==> src/sv/crt_pkg.sv <==
// ----------------------------------------------------------------------------
// crt_pkg
// Shared command codes, status codes and result type of the client registry.
// ----------------------------------------------------------------------------
package crt_pkg;

   localparam int ADDR_W  = 32;
   localparam int CMD_W   = 16;
   localparam int COUNT_W = 3;

   localparam logic [CMD_W-1:0] CMD_JOIN  = 16'hDCAC;
   localparam logic [CMD_W-1:0] CMD_LEAVE = 16'hACDC;
   localparam logic [CMD_W-1:0] CMD_FLUSH = 16'hAAAA;

   typedef enum logic [2:0] {
      ST_ADDED    = 3'd0,
      ST_PRESENT  = 3'd1,
      ST_FULL     = 3'd2,
      ST_REMOVED  = 3'd3,
      ST_NOTFOUND = 3'd4,
      ST_CLEARED  = 3'd5,
      ST_IGNORED  = 3'd6
   } status_type;

   // packed so that status lands in the lowest bits
   typedef struct packed {
      logic               service_stop;
      logic               service_start;
      logic               service_on;
      logic [COUNT_W-1:0] client_count;
      status_type         status;
   } result_type;

endpackage

==> src/sv/crt_core.sv <==
// ----------------------------------------------------------------------------
// crt_core
// Address table, entry count and service flag; evaluates one command a cycle while fire is high.
// ----------------------------------------------------------------------------
module crt_core #(
   parameter int TABLE_DEPTH = 5
) (
   input  logic                           clock,
   input  logic                           reset,
   input  logic                           fire,
   input  logic [crt_pkg::CMD_W-1:0]      command,
   input  logic [crt_pkg::ADDR_W-1:0]     client_address,
   output crt_pkg::result_type            result
);

   localparam int CNT_W = $clog2(TABLE_DEPTH + 1);

   logic [crt_pkg::ADDR_W-1:0] table_ff [TABLE_DEPTH];
   logic [crt_pkg::ADDR_W-1:0] table_in [TABLE_DEPTH];
   logic [crt_pkg::ADDR_W-1:0] shifted  [TABLE_DEPTH];
   logic [CNT_W-1:0]           count_ff;
   logic [CNT_W-1:0]           count_in;
   logic                       active_ff;
   logic                       active_in;
   logic [TABLE_DEPTH-1:0]     shift_mask;
   logic                       hit;
   logic                       full;
   logic                       start;
   logic                       stop;
   crt_pkg::status_type        status;

   always_comb begin
      logic seen;
      seen = 1'b0;
      // first occupied slot that matches, and every slot above it
      for (int i = 0; i < TABLE_DEPTH; i++) begin
         if (!seen && (CNT_W'(i) < count_ff) && (table_ff[i] == client_address)) begin
            seen = 1'b1;
         end
         shift_mask[i] = seen;
      end
      hit = seen;

      for (int i = 0; i < TABLE_DEPTH - 1; i++) begin
         shifted[i] = table_ff[i + 1];
      end
      shifted[TABLE_DEPTH-1] = '0;

      full      = (count_ff == CNT_W'(TABLE_DEPTH));
      table_in  = table_ff;
      count_in  = count_ff;
      active_in = active_ff;
      start     = 1'b0;
      stop      = 1'b0;
      status    = crt_pkg::ST_IGNORED;

      case (command)
         crt_pkg::CMD_JOIN: begin
            if (full) begin
               status = crt_pkg::ST_FULL;
            end else if (hit) begin
               status = crt_pkg::ST_PRESENT;
            end else begin
               for (int i = 0; i < TABLE_DEPTH; i++) begin
                  if (CNT_W'(i) == count_ff) begin
                     table_in[i] = client_address;
                  end
               end
               count_in = count_ff + CNT_W'(1);
               status   = crt_pkg::ST_ADDED;
            end
            if ((count_in == CNT_W'(1)) && !active_ff) begin
               active_in = 1'b1;
               start     = 1'b1;
            end
         end
         crt_pkg::CMD_LEAVE: begin
            if (hit) begin
               // slots above the count are always zero, so the top fills with zero
               for (int i = 0; i < TABLE_DEPTH; i++) begin
                  if (shift_mask[i]) begin
                     table_in[i] = shifted[i];
                  end
               end
               count_in = count_ff - CNT_W'(1);
               status   = crt_pkg::ST_REMOVED;
            end else begin
               status = crt_pkg::ST_NOTFOUND;
            end
            if ((count_in == '0) && active_ff) begin
               active_in = 1'b0;
               stop      = 1'b1;
            end
         end
         crt_pkg::CMD_FLUSH: begin
            for (int i = 0; i < TABLE_DEPTH; i++) begin
               table_in[i] = '0;
            end
            count_in = '0;
            if (active_ff) begin
               active_in = 1'b0;
               stop      = 1'b1;
            end
            status = crt_pkg::ST_CLEARED;
         end
         default: begin
            status = crt_pkg::ST_IGNORED;
         end
      endcase

      result.status        = status;
      result.client_count  = crt_pkg::COUNT_W'(count_in);
      result.service_on    = active_in;
      result.service_start = start;
      result.service_stop  = stop;
   end

   always_ff @(posedge clock) begin
      if (reset) begin
         for (int i = 0; i < TABLE_DEPTH; i++) begin
            table_ff[i] <= '0;
         end
         count_ff  <= '0;
         active_ff <= 1'b0;
      end else if (fire) begin
         table_ff  <= table_in;
         count_ff  <= count_in;
         active_ff <= active_in;
      end
   end

`ifndef SYNTHESIS
   // the service runs exactly while the table holds an address
   a_active_matches_count: assert property (@(posedge clock) disable iff (reset)
      active_ff == (count_ff != '0))
      else $error("service flag out of step with entry count");

   a_count_bound: assert property (@(posedge clock) disable iff (reset)
      count_ff <= CNT_W'(TABLE_DEPTH))
      else $error("entry count exceeds table depth");

   a_flush_empties: assert property (@(posedge clock) disable iff (reset)
      fire && (command == crt_pkg::CMD_FLUSH) |=> (count_ff == '0) && !active_ff)
      else $error("disconnect-all left entries behind");

   a_start_only_on_add: assert property (@(posedge clock) disable iff (reset)
      fire && start |-> (status == crt_pkg::ST_ADDED) && !stop)
      else $error("service start without an added client");
`endif

endmodule

==> src/sv/client_registry_table.sv <==
// ----------------------------------------------------------------------------
// client_registry_table
// Registry of up to TABLE_DEPTH client addresses that switches a service.
// ----------------------------------------------------------------------------
// Each request transfer carries a command word and a client address and gives
// exactly one response transfer with the status, the client count after the
// command and the service flags. Requests pass through an input register, are
// evaluated combinationally against the table by a parallel compare and shift
// across all slots, and land in an output register: one transfer per cycle
// sustained while responses are taken. The input register captures the request
// at its transfer and the output register captures the result when evaluation
// fires, once the output register is free. A waiting response stalls evaluation
// only; the input register still takes a new request while it is empty, or
// while the output register is free or being drained.
module client_registry_table #(
   parameter int TABLE_DEPTH = 5
) (
   input  logic        clock,
   input  logic        reset,
   input  logic        req_tvalid,
   output logic        req_tready,
   input  logic [47:0] req_tdata,   // command [15:0], client_address [47:16]
   output logic        rsp_tvalid,
   input  logic        rsp_tready,
   output logic [15:0] rsp_tdata    // status [2:0], client_count [5:3], service_on [6],
                                    // service_start [7], service_stop [8], zero [15:9]
);

   logic                           in_valid_ff;
   logic                           in_valid_in;
   logic [crt_pkg::CMD_W-1:0]      command_ff;
   logic [crt_pkg::ADDR_W-1:0]     address_ff;
   logic                           rsp_valid_ff;
   logic                           rsp_valid_in;
   crt_pkg::result_type            rsp_ff;
   crt_pkg::result_type            result;
   logic                           out_free;
   logic                           fire;
   logic                           req_xfer;

   assign out_free   = !rsp_valid_ff || rsp_tready;
   assign fire       = in_valid_ff && out_free;
   assign req_tready = !in_valid_ff || out_free;
   assign req_xfer   = req_tvalid && req_tready;

   always_comb begin
      in_valid_in = in_valid_ff;
      if (req_xfer) begin
         in_valid_in = 1'b1;
      end else if (fire) begin
         in_valid_in = 1'b0;
      end
      rsp_valid_in = rsp_valid_ff;
      if (fire) begin
         rsp_valid_in = 1'b1;
      end else if (rsp_tready) begin
         rsp_valid_in = 1'b0;
      end
   end

   always_ff @(posedge clock) begin
      if (reset) begin
         in_valid_ff  <= 1'b0;
         rsp_valid_ff <= 1'b0;
      end else begin
         in_valid_ff  <= in_valid_in;
         rsp_valid_ff <= rsp_valid_in;
      end
   end

   always_ff @(posedge clock) begin
      if (req_xfer) begin
         command_ff <= req_tdata[15:0];
         address_ff <= req_tdata[47:16];
      end
      if (fire) begin
         rsp_ff <= result;
      end
   end

   crt_core #(
      .TABLE_DEPTH (TABLE_DEPTH)
   ) u_core (
      .clock          (clock),
      .reset          (reset),
      .fire           (fire),
      .command        (command_ff),
      .client_address (address_ff),
      .result         (result)
   );

   assign rsp_tvalid = rsp_valid_ff;
   assign rsp_tdata  = {7'b0, rsp_ff};

endmodule

==> config.mk <==
export PLATFORM = sky130hd
export DESIGN_NAME = client_registry_table
export DESIGN_NICKNAME = d
export VERILOG_FILES = /design/src/sv/crt_pkg.sv /design/src/sv/crt_core.sv /design/src/sv/client_registry_table.sv
export SDC_FILE = /design/constraint.sdc
export NUM_CORES = 1
export LEC_CHECK = 0
export BUFFER_PORTS_ARGS = -buffer_cell sky130_fd_sc_hd__buf_2
export CORE_MARGIN = 3
export CORE_UTILIZATION = 67
export DETAILED_ROUTE_END_ITERATION = 16
export PLACE_DENSITY = 0.94
export SYNTH_ARGS = -nofsm -noshare
export SYNTH_HDL_FRONTEND = slang
export SYNTH_SLANG_ARGS = --single-unit
export TNS_END_PERCENT = 1
==> constraint.sdc <==
create_clock -name clock -period 4.75 [get_ports clock]
set_input_delay 0.95 -clock clock [delete_from_list [all_inputs] [get_ports clock]]
set_output_delay 0.95 -clock clock [all_outputs]
set_load 0.1 [all_outputs]
==> Word level (Yosys, flattened, before mapping) <==
Index checks and enable logic that the tools add are counted.
{ "totals": {"reg_bits": 223, "latch_bits": 0, "ramBits": 0, "rom_bits": 0, "inputBits": 52, "out_inout_bits": 18, "elab_cells": 120, "n_memories": 0} }
{ "op_classes": {"add_sub_neg": 2, "multipliers": 0, "n_div": 0, "order_cmp": 5, "eq_ne": 26, "shift": 0, "mux": 39, "n_bitwise": 0, "reduce_logical": 32} }
{ "ops": {"columns": ["operator", "count"], "rows": [
  ["2-to-1 mux 160 bit", 3],
  ["one-hot mux 160 bit (3 select lines)", 1],
  ["2-to-1 mux 32 bit", 9],
  ["== test 32 bit", 5],
  ["== test 16 bit, second input constant", 3],
  ["AND reduction 7 bit", 4],
  ["2-to-1 mux 3 bit", 7],
  ["inequality test 2 x 1 -> 1 bit, second input constant", 10],
  ["one-hot mux 3 bit (3 select lines)", 2],
  ["2-to-1 mux 1 bit", 15],
  ["logical AND 1 bit", 13],
  ["logical NOT 1 bit", 7],
  ["== test 2 x 3 -> 1 bit, first input constant", 2],
  ["logical NOT 3 bit", 2],
  ["less-than comparator 1 x 3 -> 1 bit, first input constant", 2],
  ["less-than comparator 2 x 3 -> 1 bit, first input constant", 2],
  ["AND reduction 6 bit", 1],
  ["inequality test 2 bit, second input constant", 2],
  ["nonzero test 2 bit", 2],
  ["adder 3 x 1 -> 3 bit, second input constant", 1],
  ["== test 1 x 3 -> 1 bit, first input constant", 1],
  ["== test 3 x 1 -> 1 bit, second input constant", 1],
  ["== test 3 bit, first input constant", 1],
  ["== test 3 bit, second input constant", 1],
  ["6 further kinds", 7]
]} }

==> Logic depth before layout (Yosys ltp) <==
{ "logic_depth": {"ltp_word": 26, "ltp_mapped": 12} }

==> Modules after synthesis <==
From an unflattened synthesis, not the netlist that was laid out.
{ "hier_totals": {"cells_unflattened": 1272, "hier_area_um2": 11737.5} }
{ "modules_own_cells": {"columns": ["mod", "n_inst", "cells_each", "area_per_inst_um2"], "rows": [
  ["crt_core", 1, 1197, 9865.7],
  ["client_registry_table", 1, 75, 1871.8]
]} }

==> Worst setup path after synthesis <==
Ideal clock, no wire load.
{ "synth_path": {"path_type": "in2reg", "start": "in rsp_tready", "end": "reg address_ff[0] (netlist bit), enable pin", "arrival_ps": 2950, "required_time_ps": 4340, "setup_slack_ps": 1390, "cell_stages": 3, "n_path_buf": 0, "cell_sequence": "nor2b_1 -> nand2_1 -> and2_1"} }
{ "synth_via": {"elab_chain_cells": 3} }
{ "synth_lines": {"columns": ["element", "line_no", "text"], "rows": [
  ["start: declaration", "client_registry_table.sv:24", "input logic rsp_tready,"],
  ["logical OR 1 bit", "client_registry_table.sv:41", "assign out_free = !rsp_valid_ff || rsp_tready;"],
  ["logical OR 1 bit", "client_registry_table.sv:43", "assign req_tready = !in_valid_ff || out_free;"],
  ["via req_tready", "client_registry_table.sv:21", "output logic req_tready,"],
  ["logical AND 1 bit", "client_registry_table.sv:44", "assign req_xfer = req_tvalid && req_tready;"],
  ["end signal: assignment", "client_registry_table.sv:74", "address_ff <= req_tdata[47:16];"],
  ["end: declaration", "client_registry_table.sv:32", "logic [crt_pkg::ADDR_W-1:0] address_ff;"]
]} }
The timed path passes the listed nets, and every way through them passes these cells.
A chain may end at the register's enable or synchronous reset.

==> Final worst setup path <==
{ "layout_path": {"start": "reg address_ff[8] (netlist bit)", "end": "reg u_core.table_ff, in the netlist u_core.shifted[143]"} }
{ "layout_via": {"elab_chain_cells": 21, "word_cells_on_any_way": 27} }
{ "layout_lines": {"columns": ["element", "line_no", "text"], "rows": [
  ["== test 32 bit", "crt_core.sv:37", "if (!seen && (CNT_W'(i) < count_ff) && (table_ff[i] == client_address)) begin"],
  ["logical AND 1 bit", "crt_core.sv:37", null],
  ["2-to-1 mux 1 bit", "crt_core.sv:37", null],
  ["logical NOT 1 bit", "crt_core.sv:37", null],
  ["logical AND 1 bit (2 in series)", "crt_core.sv:37", null],
  ["2-to-1 mux 1 bit", "crt_core.sv:37", null],
  ["logical NOT 1 bit", "crt_core.sv:37", null],
  ["logical AND 1 bit (2 in series)", "crt_core.sv:37", null],
  ["2-to-1 mux 1 bit", "crt_core.sv:37", null],
  ["logical NOT 1 bit", "crt_core.sv:37", null],
  ["logical AND 1 bit (2 in series)", "crt_core.sv:37", null],
  ["2-to-1 mux 1 bit", "crt_core.sv:37", null],
  ["logical NOT 1 bit", "crt_core.sv:37", null],
  ["logical AND 1 bit (2 in series)", "crt_core.sv:37", null],
  ["2-to-1 mux 1 bit", "crt_core.sv:37", null],
  ["inequality test 2 x 1 -> 1 bit (no line) or inequality test 2 bit (tied branches)", null, null],
  ["AND reduction 7 bit (no line) (*)", null, null],
  ["end signal: assignment", "crt_core.sv:126", "table_ff <= table_in;"],
  ["end: declaration", "crt_core.sv:18", "logic [crt_pkg::ADDR_W-1:0] table_ff [TABLE_DEPTH];"]
]} }
Mark *: on every way between the ends. The rest lies on a longest branch, timed or not.

==> impl_results.md <==
- Status: finished, final reports clean
- First-pass GRT wire length: 63100 um
- Worst hold path class: reg -> reg
- Pint: 0.00308 W
- Worst-margin pin slew: 1.06 ns
- Resize count post-CTS: 0
- YS warnings: 0
- Share of Yosys cell area claimed by the top area cell type: 0.265
- Vias/cell: 7.29
- 1st-pass router iterations: 8
- Psw: 0.00109 W
- Max-Cap Viols: 0
- Min-delay src: u_core.shifted[139]
- Largest net degree at the start of global routing: 103
- Ant diodes: 0
- Worst Skew: 0.0206 ns
- Post-synth EDFFs: 57
- M3 GR Usage: 0.0961
- Crit path max fanout: 24
- Die Ht: 143 um
- Max Fclk: 262 MHz
- Commonest non-fill, non-tap cells in the layout: a21oi_1, dfxtp_1, xor2_1, o21a_1, buf_2
- CP max stage delay: 0.64 ns
- CTS tree: built
- Starting DRT DRC Count: 1615
- Setup WS post-layout: 0.929 ns
- Worst-path clk slew: 0.06 ns
- Routed WL per cell: 26.8 um
- Vias in the first global route: 10500
- Clk root buf: clkbuf_16
- Post-layout util: 0.741
- Primary FF master, synth: dfxtp_1
- Final Hold Fails: 0
- Final setup fails: 0
- GRT Total Usage: 0.401
- Total grt overflow: 0
- Most area-hungry cell type in the Yosys netlist: dfxtp_1
- Num rows: 49
- Switch share: 0.261
- PD cells: 310 nW/um^2
- Buf/Inv on CP: 1
- Post-CTS Hold Buffers: 0
- Most used cell, CP: nor4_1
- Syn-to-layout area delta: 7.36%
- Die X: 143 um
- Pre-CTS setup slack: 1.00 ns
- Io pins: 70
- Final net count: 1378
- Mapped Avg Cell Area: 9.28 um^2
- Hpwl dp: 28500 um
- Seq/Total Area, Yosys: 0.402
- FFs w/ async S/R, synth: 0
- Routed vias: 11400
- FF-to-FF path depth: 9
- Busiest grt layer: met2
- Logic pwr share: 0.088
- Crit path max-delay family: simple AND/OR/NAND/NOR gates
- Met2 usage: 0.623
- Leakage: 4.73 nW
- Synth Area in Adders: 0.00500
- I/O Buffers: 62
- Setup TNS Final: 0 ns
- RSZ-0062 raised after global routing: no
- Placeable core region: 18100 um^2
- Largest family of logic cells by synthesized area: compound AO/OA/AOI/OAI gates
- Crit path kind: reg -> reg
- Initial antenna violation count: 0
- CP endpoint kind: register
- Cells after Synth: 1349
- Worst Setup Start Kind: register
- Clk Latency, worst-skew pair: 0.54 ns
- Cell area after layout: 13400 um^2
- VDD IR max: 0.355 mV
- CP max stage cell: nor4_1
- CTS Sinks: 223
- Area contributors post-synth: dfxtp_1, edfxtp_1, xor2_1
- Drt total wl: 42000 um
- Worst R2R Setup Slack: 0.93 ns
- Synth Register Bits: 223
- DR DRC count: 0
- Simple-Gate Fraction of Synth Area: 0.138
- Relative slew margins: 0.295
- WP data arrival: 4.25 ns
- Final Cycle Share: 0.804
- Clock Power Share: 0.427
- Slew Limit Fails: 0
- Post-CTS Setup Repair Bufs: 0
- Layout cells sized above 1: 0.143
- Compound-cell area share of the yosys netlist: 0.268
- Die ar.: 20400 um^2
- Routing usage on met1: 0.524
- CTS Buffer Depth: 3
- Flop pwr share: 0.485
- Number of nets with antenna violations after routing: 0
- Netlist cell types: 74
- Crit path cell chain: xor2_1 -> nor4_1 -> nand4_1 -> nor4_1 -> or3_1 -> nor3_1 -> o21a_1 -> buf_4 -> a221oi_1
- FF-to-FF Start: address_ff[8]
- Mapped Area: 12500 um^2
- FILL cells: 1255
- WP data required: 5.18 ns
- Most common cell after layout, fill and taps aside: a21oi_1
- Placed inst area: 12700 um^2
- Worst Hold End: u_core.shifted[139]
- Starting Density: 0.690
- Tmin final: 3.82 ns
- Capture point of the worst reg-to-reg path: u_core.shifted[143]
- H-tree depth: 1
- XOR/XNOR Fraction of Synth Area: 0.115
- Post-synthesis mux area share: 0.00170
- Routability congestion estimate: 1.10
- WHS Path Cells: 2
- CTS buffer count: 23
cells by family (layout without fill, tap and decap cells):
family,after synthesis,count (layout)
DFF,223,223
buffers and inverters,182,165
AOI/OAI and AO/OA,470,470
and+or+nand+nor,302,302
adders and majority gates,5,5
muxes,2,2
other,1,7
xor gates and xnor gates,164,164
sequential cells by signal, indices dropped and copies added (netlist names):
register,count
address_ff,32
command_ff,16
in_valid_ff,1
rsp_tdata,9
rsp_tvalid,1
u_core.active_ff,1
u_core.count_ff,3
u_core.shifted,128
u_core.table_ff,32
layer usage:
layer | share of wire | wire length (um)
met5 | 0 | 0
met3 | 0.11 | 4810
met4 | 0.065 | 2730
met2 | 0.44 | 18500
met1 | 0.38 | 16000
worst min-delay path, delay by kind of cell, from the launching register on:
family	cells	cell delay (ns)
AO/OA/AOI/OAI	1	0.06
buffers and inverters	1	0.05
flip-flops	1	0.33
power by group through the flow:
| stage | logic, W | registers (W) | clock network (W) |
|---|---|---|---|
| finish | 0.000365 | 0.00202 | 0.00178 |
| global route | 0.000382 | 0.00203 | 0.00185 |
| CTS | 0.000355 | 0.00202 | 0.00178 |
| detailed placement | 0.000351 | 0.00206 | 0 |
| global placement | 0.000349 | 0.00206 | 0 |
| floorplan | 0.000261 | 0.00204 | 0 |
cells in the mapped netlist, drive strengths merged (4+ instances only):
| cell | instances |
|---|---|
| xnor2 | 47 |
| dfxtp | 166 |
| o21ai | 40 |
| nor3 | 17 |
| xor2 | 117 |
| or3 | 6 |
| clkbuf | 70 |
| nor2b | 5 |
| a211oi | 68 |
| ha | 5 |
| nand2b | 6 |
| edfxtp | 57 |
| nand4 | 25 |
| a221oi | 32 |
| nor4 | 44 |
| a31oi | 5 |
| nand3 | 44 |
| nor2 | 59 |
| and2 | 4 |
| o21a | 66 |
| and3 | 37 |
| or4 | 8 |
| and4 | 6 |
| a21oi | 200 |
| nand4b | 6 |
| inv | 39 |
| a41oi | 33 |
| buf | 73 |
| nand2 | 20 |
layout make-up:
class	instances	area (um^2)	area share
flip-flops and latches	223	5030	0.375
repair buffers	84	544	0.0405
clock inverters	13	121	0.00903
clock buffers	29	598	0.0445
inverters	39	146	0.0109
multi-input cells	950	6710	0.499
well taps	229	287	0.0213
metrics by stage:
step,instances,power (W),hold WS [ns]
finish,1567,0.00417,0.493
global route,1567,0.00426,0.515
CTS,1567,0.00416,0.494
detailed placement,1525,0.00241,0.485
global placement,1525,0.00241,0.482
floorplan,1355,0.00230,0.472
how the worst max path moves through the flow:
stage	endpoint	cells past startpoint	startpoint	slack, ns
floorplan	address_ff[0]	3	rsp_tready	1.39
global placement	u_core.shifted[68]	9	address_ff[3]	1.04
detailed placement	u_core.shifted[71]	9	address_ff[3]	1.00
CTS	u_core.shifted[67]	9	address_ff[3]	0.98
global route	u_core.shifted[147]	9	address_ff[8]	0.76
finish	u_core.shifted[143]	9	address_ff[8]	0.93
Power figures use the tool's default switching activity.
